<file path="config.mk">
export PLATFORM = sky130hd
export DESIGN_NAME = ssi_out
export DESIGN_NICKNAME = d
export VERILOG_FILES = /design/src/rtl/ssi_pkg.sv /design/src/rtl/ssi_out.sv
export VERILOG_INCLUDE_DIRS = /design/src /design/src/rtl
export SDC_FILE = /design/constraint.sdc
export NUM_CORES = 1
export LEC_CHECK = 0
export ABC_AREA = 1
export BUFFER_PORTS_ARGS = -buffer_cell sky130_fd_sc_hd__buf_4
export CAP_MARGIN = 20
export CORE_AREA = 10 10 254 256
export DETAILED_ROUTE_END_ITERATION = 8
export DIE_AREA = 0 0 264 266
export PLACE_DENSITY = 0.41
export SLEW_MARGIN = 20
export SYNTH_ARGS = -nofsm -noshare
export SYNTH_HDL_FRONTEND = slang
export SYNTH_SLANG_ARGS = --single-unit
</file>
<file path="constraint.sdc">
create_clock -name i_clk -period 4.2 [get_ports i_clk]
set_input_delay 0.84 -clock i_clk [delete_from_list [all_inputs] [get_ports i_clk]]
set_output_delay 0.84 -clock i_clk [all_outputs]
set_load 0.01 [all_outputs]
</file>
<file path="src/rtl/segment_segment_intersection_macros.svh">
// ----------------------------------------------------------------------------
// Segment intersection assertion macros
// Immediate-to-next and same-cycle implication checks for the RTL files.
// ----------------------------------------------------------------------------
`ifndef SEGMENT_SEGMENT_INTERSECTION_MACROS_SVH
`define SEGMENT_SEGMENT_INTERSECTION_MACROS_SVH
`ifndef SYNTHESIS
`define SSI_ASSERT_NOW(label, clk, rst_n, ante, cons) \
    label: assert property (@(posedge clk) disable iff (!rst_n) (ante) |-> (cons)) \
        else $error("segment intersection check failed");
`define SSI_ASSERT_NEXT(label, clk, rst_n, ante, cons) \
    label: assert property (@(posedge clk) disable iff (!rst_n) (ante) |=> (cons)) \
        else $error("segment intersection check failed");
`else
`define SSI_ASSERT_NOW(label, clk, rst_n, ante, cons)
`define SSI_ASSERT_NEXT(label, clk, rst_n, ante, cons)
`endif
`endif

</file>
<file path="src/rtl/ssi_pkg.sv">
`timescale 1ns / 1ps
// ----------------------------------------------------------------------------
// Segment intersection package
// Widths, word types and pipeline records shared by the intersection block.
// ----------------------------------------------------------------------------
package ssi_pkg;

    localparam int COORD_BITS = 32;
    localparam int DIFF_W     = COORD_BITS + 1;
    localparam int PROD_W     = 2 * DIFF_W;
    localparam int WIDE_W     = PROD_W + 1;
    localparam int LO_W       = COORD_BITS;
    localparam int HI_W       = WIDE_W - LO_W;
    localparam int MUL_W      = WIDE_W + DIFF_W;
    localparam int QUO_BITS   = DIFF_W + 1;
    localparam int NPTS       = 4;

    localparam logic [1:0] K_NONE    = 2'd0;
    localparam logic [1:0] K_CROSS   = 2'd1;
    localparam logic [1:0] K_OVERLAP = 2'd2;
    localparam logic [1:0] K_DEGEN   = 2'd3;

    typedef struct packed {
        logic signed [COORD_BITS-1:0] a_start_x;
        logic signed [COORD_BITS-1:0] a_start_y;
        logic signed [COORD_BITS-1:0] a_end_x;
        logic signed [COORD_BITS-1:0] a_end_y;
        logic signed [COORD_BITS-1:0] b_start_x;
        logic signed [COORD_BITS-1:0] b_start_y;
        logic signed [COORD_BITS-1:0] b_end_x;
        logic signed [COORD_BITS-1:0] b_end_y;
    } t_in_word;

    typedef struct packed {
        logic signed [COORD_BITS-1:0] point_x;
        logic signed [COORD_BITS-1:0] point_y;
        logic [1:0]                   kind;
        logic                         last;
    } t_out_word;

    typedef struct packed {
        t_in_word        pts;
        logic [1:0]      kind;
        logic [NPTS-1:0] mask;
    } t_tag;

    typedef struct packed {
        logic [MUL_W-1:0]    rem_x;
        logic [MUL_W-1:0]    rem_y;
        logic [QUO_BITS-1:0] quo_x;
        logic [QUO_BITS-1:0] quo_y;
        logic [WIDE_W-1:0]   dvs;
        logic                neg_x;
        logic                neg_y;
        t_tag                tag;
    } t_div;

endpackage

</file>
<file path="src/rtl/ssi_out.sv">
`timescale 1ns / 1ps
// ----------------------------------------------------------------------------
// Segment intersection output stage
// Forms the reported points; unless the receiver stalls, one word per cycle
// enters the output register, walking collinear overlap endpoints in order.
// ----------------------------------------------------------------------------
`include "segment_segment_intersection_macros.svh"
module ssi_out (
    input  logic               i_clk,
    input  logic               i_rst_n,
    input  logic               i_head_valid,
    input  ssi_pkg::t_div      i_head,
    input  logic               i_stall,
    output logic               o_pop,
    output logic               o_valid,
    output ssi_pkg::t_out_word o_word
);

    logic                       r_valid;
    ssi_pkg::t_out_word         r_word;
    logic [ssi_pkg::NPTS-1:0]   r_done;

    logic [ssi_pkg::NPTS-1:0]   rem_mask;
    logic [ssi_pkg::NPTS-1:0]   first;
    logic [ssi_pkg::NPTS-1:0]   after;
    logic                       out_free;
    logic                       emit;
    logic signed [ssi_pkg::COORD_BITS-1:0] qx, qy;
    ssi_pkg::t_out_word         n_word;
    logic [ssi_pkg::NPTS-1:0]   n_done;

    always_comb begin
        rem_mask = i_head.tag.mask & ~r_done;
        first = rem_mask & (~rem_mask + 1'b1);
        after = rem_mask & ~first;
        out_free = !r_valid || !i_stall;
        emit = i_head_valid && out_free;
        qx = i_head.quo_x[ssi_pkg::COORD_BITS-1:0];
        qy = i_head.quo_y[ssi_pkg::COORD_BITS-1:0];
        n_word.kind = i_head.tag.kind;
        n_word.last = 1'b1;
        n_word.point_x = '0;
        n_word.point_y = '0;
        o_pop = emit;
        n_done = '0;
        case (i_head.tag.kind)
            ssi_pkg::K_CROSS: begin
                n_word.point_x = i_head.tag.pts.a_start_x + (i_head.neg_x ? -qx : qx);
                n_word.point_y = i_head.tag.pts.a_start_y + (i_head.neg_y ? -qy : qy);
            end
            ssi_pkg::K_OVERLAP: begin
                n_word.last = (after == '0);
                o_pop = emit && (after == '0);
                n_done = (after == '0) ? '0 : (r_done | first);
                case (first)
                    4'b0001: begin
                        n_word.point_x = i_head.tag.pts.a_start_x;
                        n_word.point_y = i_head.tag.pts.a_start_y;
                    end
                    4'b0010: begin
                        n_word.point_x = i_head.tag.pts.a_end_x;
                        n_word.point_y = i_head.tag.pts.a_end_y;
                    end
                    4'b0100: begin
                        n_word.point_x = i_head.tag.pts.b_start_x;
                        n_word.point_y = i_head.tag.pts.b_start_y;
                    end
                    default: begin
                        n_word.point_x = i_head.tag.pts.b_end_x;
                        n_word.point_y = i_head.tag.pts.b_end_y;
                    end
                endcase
            end
            default: begin
            end
        endcase
    end

    always_ff @(posedge i_clk) begin
        if (!i_rst_n) begin
            r_valid <= 1'b0;
            r_done <= '0;
        end else begin
            if (out_free) begin
                r_valid <= i_head_valid;
            end
            if (emit) begin
                r_done <= n_done;
            end
        end
    end

    always_ff @(posedge i_clk) begin
        if (emit) begin
            r_word <= n_word;
        end
    end

    assign o_valid = r_valid;
    assign o_word = r_word;

    `SSI_ASSERT_NOW(a_rem_nonempty, i_clk, i_rst_n,
        i_head_valid && (i_head.tag.kind == ssi_pkg::K_OVERLAP), rem_mask != '0)
    `SSI_ASSERT_NEXT(a_done_cleared, i_clk, i_rst_n, o_pop, r_done == '0)
    `SSI_ASSERT_NOW(a_single_last, i_clk, i_rst_n,
        r_valid && (r_word.kind != ssi_pkg::K_OVERLAP), r_word.last)
    `SSI_ASSERT_NEXT(a_overlap_cont, i_clk, i_rst_n,
        r_valid && !r_word.last, r_valid)

endmodule

</file>
==> impl_metrics.csv, run 1 <==
group,metric,value,unit
synthesis,ys_ff_latch,72,
critical_path,path_cells,"buf_4 -> inv_1 -> ha_1 -> nand3_1 -> nor2_1 -> nand2_1 -> nor2_1 -> nand3_1 -> nor2_1 -> a21oi_1 -> xor2_1 -> ha_1 -> a21oi_1 -> nand2_1 -> o21bai_1 -> a21oi_1 -> nand3_1 -> nand3_1 -> a21oi_1",
finish,regArea,2110,µm²
sta,fmax,256,MHz
placement,place_hpwl,52400,µm
critical_path,cp_max_fo,4,
critical_path,reg2reg_depth,9,
synthesis,syn-cell-area,10900,µm²
floorplanning,design.core.area,59700,µm²
drt,vias,13500,
global_route,busiest_layer,"met2",
drt,drt_first_pass_iters,6,
pwr,power_density,242,nW/µm²
synthesis,ys_seq_area_frac,0.193,
critical_path,critical_path_class,"in2reg",
synthesis,netlist_instances,1865,
clock_tree,clock_latency,380,ps
sta,maxSlewViolCount,0,
critical_path,reg2reg_from,"r_done[0]",
worst_hold_path,hold_path.class,"reg2reg",
synthesis,ys_warn_count,0,
critical_path,cp.arrival,4020,ps
global_route,grt_overflow,0,
synthesis,avgSynthCellArea,5.85,µm²
drt,drc_errors,0,
global_route,grt_use_met3,0.0469,
clock_tree,cts.htree.levels,3,
clock_tree,path_clk_slew,70,ps
critical_path,cp.required,4310,ps
floorplanning,ios,672,
critical_path,path_buf_inv,2,
critical_path,max_stage_delay,340,ps
sta,max_slew_margin,0.289,
global_route,track_usage,0.169,
worst_hold_path,min_from,"r_done[0]",
floorplanning,dieArea,70200,µm²
global_route,antenna_found_initial,4,
pwr,ir_drop,0.189,mV
critical_path,critPathTopFamily,"simple AND/OR/NAND/NOR gates",
finish,layout-drive-gt1-share,0.216,
critical_path,critPathCaptureType,"flip-flop",
finish,num_antenna_cells,0,
clock_tree,cts_buffers,9,
synthesis,yosysUniqueCellTypes,37,
floorplanning,rows,90,
drt,routed_wl,62000,µm
worst_hold_path,worstHoldEndpoint,"r_done[0]",
job,cap_violations,0,
sta,fin_setup_tns,0,ps
sta,worstMarginPinSlew,1070,ps
finish,areaGrowthSynthToFinish,40.4,%
pwr,leakage,7.64,nW
clock_tree,root_buffer,"clkbuf_16",
clock_tree,cts_tree,"yes",
finish,fin_area,15300,µm²
clock_tree,cts_resized,0,
clock_tree,clk_path_buf_depth,2,
critical_path,r2r_slack,1710,ps
placement,routabilityCongestion,0.897,
global_route,use_met1,0.242,
sta,rsz0062_at_grt,"no",
synthesis,syn_nets,2548,
global_route,grt_pass1_vias,13200,
critical_path,reg2reg_to,"o_word[23]",
clock_tree,cts_setup_buffers,0,
placement,place_area,15000,µm²
sta,setup_viol,0,
floorplanning,die_h,266,µm
run_status,status,"completed",
drt,via_per_inst,4.44,
placement,portBuffers,400,
sta,finalHoldViolCount,0,
placement,preCtsSetupSlack,-76.1,ps
sta,min_period_over_period,0.931,
worst_hold_path,holdPathStages,2,
global_route,grt_start_max_net_pins,72,
drt,avgRoutedWirePerCell,20.4,µm
finish,final_util,0.257,
clock_tree,clock_sinks,72,
floorplanning,die_w,264,µm
global_route,grt_pass1_wl,89000,µm
finish,final_nets,2937,
finish,multiInputGateArea,7650,µm²
sta,post-route-min-period,3910,ps
sta,fin_ws,288,ps
clock_tree,ctsHoldBuffers,0,
global_route,grtUsageMet2,0.250,
finish,num-fill-cells,6815,
sta,fin_worst_skew,10.8,ps
critical_path,slowest_stage,"ha_1",
pwr,p_total,3.71,mW
floorplanning,initial_utilization,0.183,
drt,drt_iter0_drc,979,
drt,antenna_left,0,
critical_path,start_kind,"input pin",
==> through the flow <==
stage / instances / hold WS (ps)
after floorplan: 1865 / 446
after global placement: 3025 / 458
after detailed placement: 3025 / 466
after CTS: 3041 / 476
after global routing: 3041 / 497
final: 3041 / 477
==> layer usage <==
layer	routed length (µm)	share of wire
met5	27	0.00044
met4	724	0.012
met3	4650	0.075
met2	25500	0.41
met1	31100	0.50
==> layout by cell type, fill, tap and decap left out, types with 4 or more instances in the layout <==
| cell | synthesis | layout |
|---|---|---|
| nand2_1 | 628 | 627 |
| buf_4 | 1 | 434 |
| inv_1 | 247 | 244 |
| nand3_1 | 169 | 169 |
| nor2_1 | 164 | 163 |
| a21oi_1 | 117 | 117 |
| o21ai_0 | 81 | 81 |
| ha_1 | 78 | 76 |
| edfxtp_1 | 67 | 67 |
| o211ai_1 | 64 | 64 |
| xor2_1 | 32 | 32 |
| xnor2_1 | 26 | 26 |
| or2_2 | 17 | 17 |
| o21ai_1 | 15 | 15 |
| nand3b_1 | 12 | 12 |
| a21boi_0 | 12 | 12 |
| nor3_1 | 11 | 11 |
| nand4_1 | 11 | 11 |
| o21bai_1 | 11 | 11 |
| clkbuf_16 | 0 | 9 |
| o31ai_1 | 7 | 7 |
| and2_1 | 5 | 5 |
| dfxtp_1 | 5 | 5 |
| buf_12 | 0 | 5 |
| nand2_2 | 3 | 4 |
| a31oi_1 | 4 | 4 |
| a21o_1 | 4 | 4 |
==> Yosys cell counts (all sizes together) <==
| cell | number | area (µm²) |
|---|---|---|
| and2 | 5 | 31.3 |
| nand4 | 11 | 68.8 |
| xnor2 | 26 | 228 |
| o41ai | 2 | 17.5 |
| and3 | 3 | 18.8 |
| a21oi | 117 | 586 |
| buf | 20 | 88.8 |
| a31oi | 4 | 25.0 |
| nor3 | 12 | 71.3 |
| a21boi | 12 | 90.1 |
| xor2 | 32 | 280 |
| o21bai | 11 | 82.6 |
| clkbuf | 41 | 154 |
| o31ai | 7 | 52.6 |
| or2 | 18 | 113 |
| nand3b | 12 | 90.1 |
| inv | 248 | 931 |
| ha | 78 | 976 |
| o21ai | 98 | 498 |
| edfxtp | 67 | 2010 |
| a41oi | 1 | 8.76 |
| fa | 2 | 40.0 |
| dfxtp | 5 | 100 |
| nand2 | 631 | 2380 |
| o211ai | 64 | 480 |
| nor2 | 165 | 622 |
| nand3 | 169 | 846 |
| a21o | 4 | 30.0 |
==> how the worst max path moves through the flow <==
stage / endpoint / from / slack, ps / cells past startpoint
3_5_place_dp: o_word[62] / i_head[365] / -80 / 20
3_3_place_gp: o_word[61] / i_head[365] / 4 / 22
6_report: o_word[62] / i_head[365] / 290 / 19
2_1_floorplan: o_pop / i_stall / 680 / 5
4_1_cts: o_word[62] / i_head[365] / 360 / 20
5_1_grt: o_word[61] / i_head[366] / 20 / 22
==> logic make-up (layout without fill, tap and decap cells) <==
logic type | Yosys count | in the layout | synth area share
xor+xnor | 58 | 58 | 0.0465
simple gates | 1026 | 1026 | 0.388
fa+ha+maj | 80 | 80 | 0.0931
compound gates | 320 | 320 | 0.171
flops | 72 | 72 | 0.193
buf+inv | 309 | 703 | 0.108
==> power breakdown <==
| part | internal (mW) | leakage, nW | switching, mW |
|---|---|---|---|
| Combinational | 0.761 | 6.77 | 1.22 |
| Sequential | 0.856 | 0.719 | 0.0198 |
| Clock | 0.468 | 0.148 | 0.386 |
==> layout make-up <==
| class | instances | area share |
|---|---|---|
| Tap cell | 782 | 0.0638 |
| Sequential cell | 72 | 0.138 |
| Timing Repair Buffer | 439 | 0.219 |
| Inverter | 248 | 0.0608 |
| Multi-Input combinational cell | 1484 | 0.499 |
| Clock buffer | 9 | 0.0147 |
| Clock inverter | 7 | 0.00522 |
==> tightest hold or removal path, delay by kind of cell (launching register included) <==
kind,cells,cell delay [ps]
AO/OA/AOI/OAI,1,60
buffers and inverters,1,70
flip-flops,1,300
==> state kept, by name, summed over array words and instances (netlist names) <==
register	count
o_word	67
r_done	4
o_valid	1
Note: power is estimated with default switching activity, not from simulation.
==> run 2, diff against run 1 <==
--- a/config.mk
+++ b/config.mk
@@ -9,10 +9,12 @@
 export ABC_AREA = 1
 export BUFFER_PORTS_ARGS = -buffer_cell sky130_fd_sc_hd__buf_4
 export CAP_MARGIN = 20
+export CELL_PAD_IN_SITES_DETAIL_PLACEMENT = 0
+export CELL_PAD_IN_SITES_GLOBAL_PLACEMENT = 1
 export CORE_AREA = 10 10 254 256
 export DETAILED_ROUTE_END_ITERATION = 8
 export DIE_AREA = 0 0 264 266
-export PLACE_DENSITY = 0.41
+export PLACE_DENSITY = 0.58
 export SLEW_MARGIN = 20
 export SYNTH_ARGS = -nofsm -noshare
 export SYNTH_HDL_FRONTEND = slang
==> impl_metrics.csv, run 2 (synthesis results as in run 1) <==
group,metric,value,unit
sta,max_slew_margin,0.526,
critical_path,critical_path_class,"in2reg",
drt,via_per_inst,4.48,
clock_tree,cts_buffers,9,
floorplanning,design.core.area,59700,µm²
clock_tree,cts_setup_buffers,0,
pwr,p_sw_frac,0.425,
global_route,grt_pass1_vias,13500,
global_route,track_usage,0.173,
critical_path,crit_top_cell,"nand2_1",
pwr,leakage,7.66,nW
pwr,combPwrFrac,0.520,
floorplanning,die_h,266,µm
pwr,ir_drop,0.208,mV
clock_tree,clk_path_buf_depth,2,
floorplanning,initial_utilization,0.183,
sta,setup_viol,0,
job,cap_violations,0,
critical_path,path_cells,"buf_4 -> inv_1 -> ha_1 -> nand3_1 -> nor2_1 -> nand2_1 -> nor2_1 -> nand3_1 -> nor2_1 -> nor2_1 -> xor2_1 -> ha_1 -> nand2_1 -> nor2_2 -> nand2_1 -> nor3_1 -> nand2_1 -> nand3_1 -> nand2_1 -> nand3_1 -> a21oi_1",
drt,avgRoutedWirePerCell,20.7,µm
finish,fin_area,15400,µm²
sta,min_period_over_period,0.919,
sta,post-route-min-period,3860,ps
sta,maxSlewViolCount,0,
placement,place_area,15000,µm²
critical_path,cp.arrival,3980,ps
floorplanning,rows,90,
sta,fmax,259,MHz
global_route,grt_overflow,0,
drt,vias,13600,
floorplanning,die_w,264,µm
drt,drt_iter0_drc,1030,
finish,num-fill-cells,6875,
finish,final_cell_mix,"nand2_1 (627), buf_4 (437), inv_1 (244), nand3_1 (169), nor2_1 (162)",
clock_tree,cts.htree.levels,3,
drt,antenna_left,0,
clock_tree,cts_tree,"yes",
pwr,power_density,249,nW/µm²
drt,drc_errors,0,
critical_path,r2r_slack,1540,ps
finish,areaGrowthSynthToFinish,40.9,%
pwr,intPower,2.20,mW
global_route,antenna_found_initial,6,
clock_tree,root_buffer,"clkbuf_16",
drt,drt_first_pass_iters,5,
run_status,status,"completed",
drt,routed_wl,63100,µm
floorplanning,dieArea,70200,µm²
sta,rsz0062_at_grt,"no",
pwr,p_seq_frac,0.229,
worst_hold_path,hold_path.class,"reg2reg",
critical_path,cp_max_fo,4,
pwr,clkPwrFrac,0.251,
placement,portBuffers,400,
clock_tree,clock_latency,390,ps
sta,fin_worst_skew,10.5,ps
clock_tree,path_clk_slew,60,ps
sta,worstMarginPinSlew,710,ps
global_route,grt_start_max_net_pins,63,
pwr,p_switching,1.63,mW
placement,place_hpwl,53300,µm
global_route,grt_pass1_wl,90700,µm
placement,routabilityCongestion,0.883,
finish,largest_register_ffs,67,
sta,finalHoldViolCount,0,
critical_path,cp.required,4320,ps
critical_path,critPathCaptureType,"flip-flop",
critical_path,slowest_stage,"ha_1",
finish,layout-drive-gt1-share,0.216,
clock_tree,clock_sinks,72,
critical_path,max_stage_delay,380,ps
finish,final_common_cell,"nand2_1",
critical_path,start_kind,"input pin",
sta,fin_setup_tns,0,ps
floorplanning,ios,672,
finish,final_nets,2939,
[run 2: changes by cell type in the layout (fill, tap and decap cells not counted), sizes merged]
cell,before,now
clkbuf,9,10
inv,249,248
diode,0,2
clkinv,4,2
bufinv,1,3
buf,439,441
[run 2: final timing paths]
path | from | end | cells past startpoint
min | r_done[0] | r_done[0] | 2
max reg2reg | r_done[1] | o_word[22] | 11
max | i_head[365] | o_word[60] | 21
min reg2reg | r_done[0] | r_done[0] | 2
[run 2: layer usage]
metal | wire [µm] | global-route usage | up-vias
met2 | 25500 | 0.251 | 535
met3 | 5270 | 0.0502 | 39
met5 | 37 | 0 | -
met4 | 827 | 0.0327 | 6
li1 | - | - | 6870
met1 | 31400 | 0.246 | 6197
[run 2: repair_timing]
action                                  4_1_cts  5_1_grt
endpoints found under the setup margin        0        1
hold buffers                                  0        0
gates resized for setup                       0        1
[run 2: power by group through the flow]
stage	Sequential, mW	Clock, mW	Combinational [mW]
after global routing	0.880	1.02	2.23
after floorplan	0.916	0	1.05
final	0.876	0.961	1.99
after CTS	0.876	0.997	2.00
after global placement	0.890	0	1.99
after detailed placement	0.890	0	1.99
[run 2: final cells by class]
| class | count | area [µm²] | area share |
|---|---|---|---|
| Antenna cell | 2 | 5.00 | 0.000325 |
| Clock buffer | 10 | 229 | 0.0149 |
| Clock inverter | 6 | 115 | 0.00748 |
| Inverter | 248 | 932 | 0.0606 |
| Multi-Input combinational cell | 1484 | 7650 | 0.497 |
| Sequential cell | 72 | 2110 | 0.137 |
| Tap cell | 782 | 978 | 0.0636 |
| Timing Repair Buffer | 441 | 3360 | 0.218 |
[run 2: through the flow]
stage | worst slack [ps] | hold WS (ps) | util | std cells | power, mW
finish | 341 | 480 | 0.258 | 3045 | 3.83
global route | 36.2 | 514 | 0.258 | 3043 | 4.13
CTS | 385 | 478 | 0.258 | 3043 | 3.87
detailed placement | -12.0 | 468 | 0.252 | 3027 | 2.88
global placement | -7.15 | 458 | 0.252 | 3027 | 2.88
floorplan | 684 | 446 | - | 1865 | 1.97
[run 2: critical path: cells and delay by family]
kind	cells	cell delay, ps
AND/OR/NAND/NOR	15	2120
adder cells (fa/ha/maj)	2	560
buffers and inverters	2	190
XOR/XNOR	1	170
AO/OA/AOI/OAI	1	90
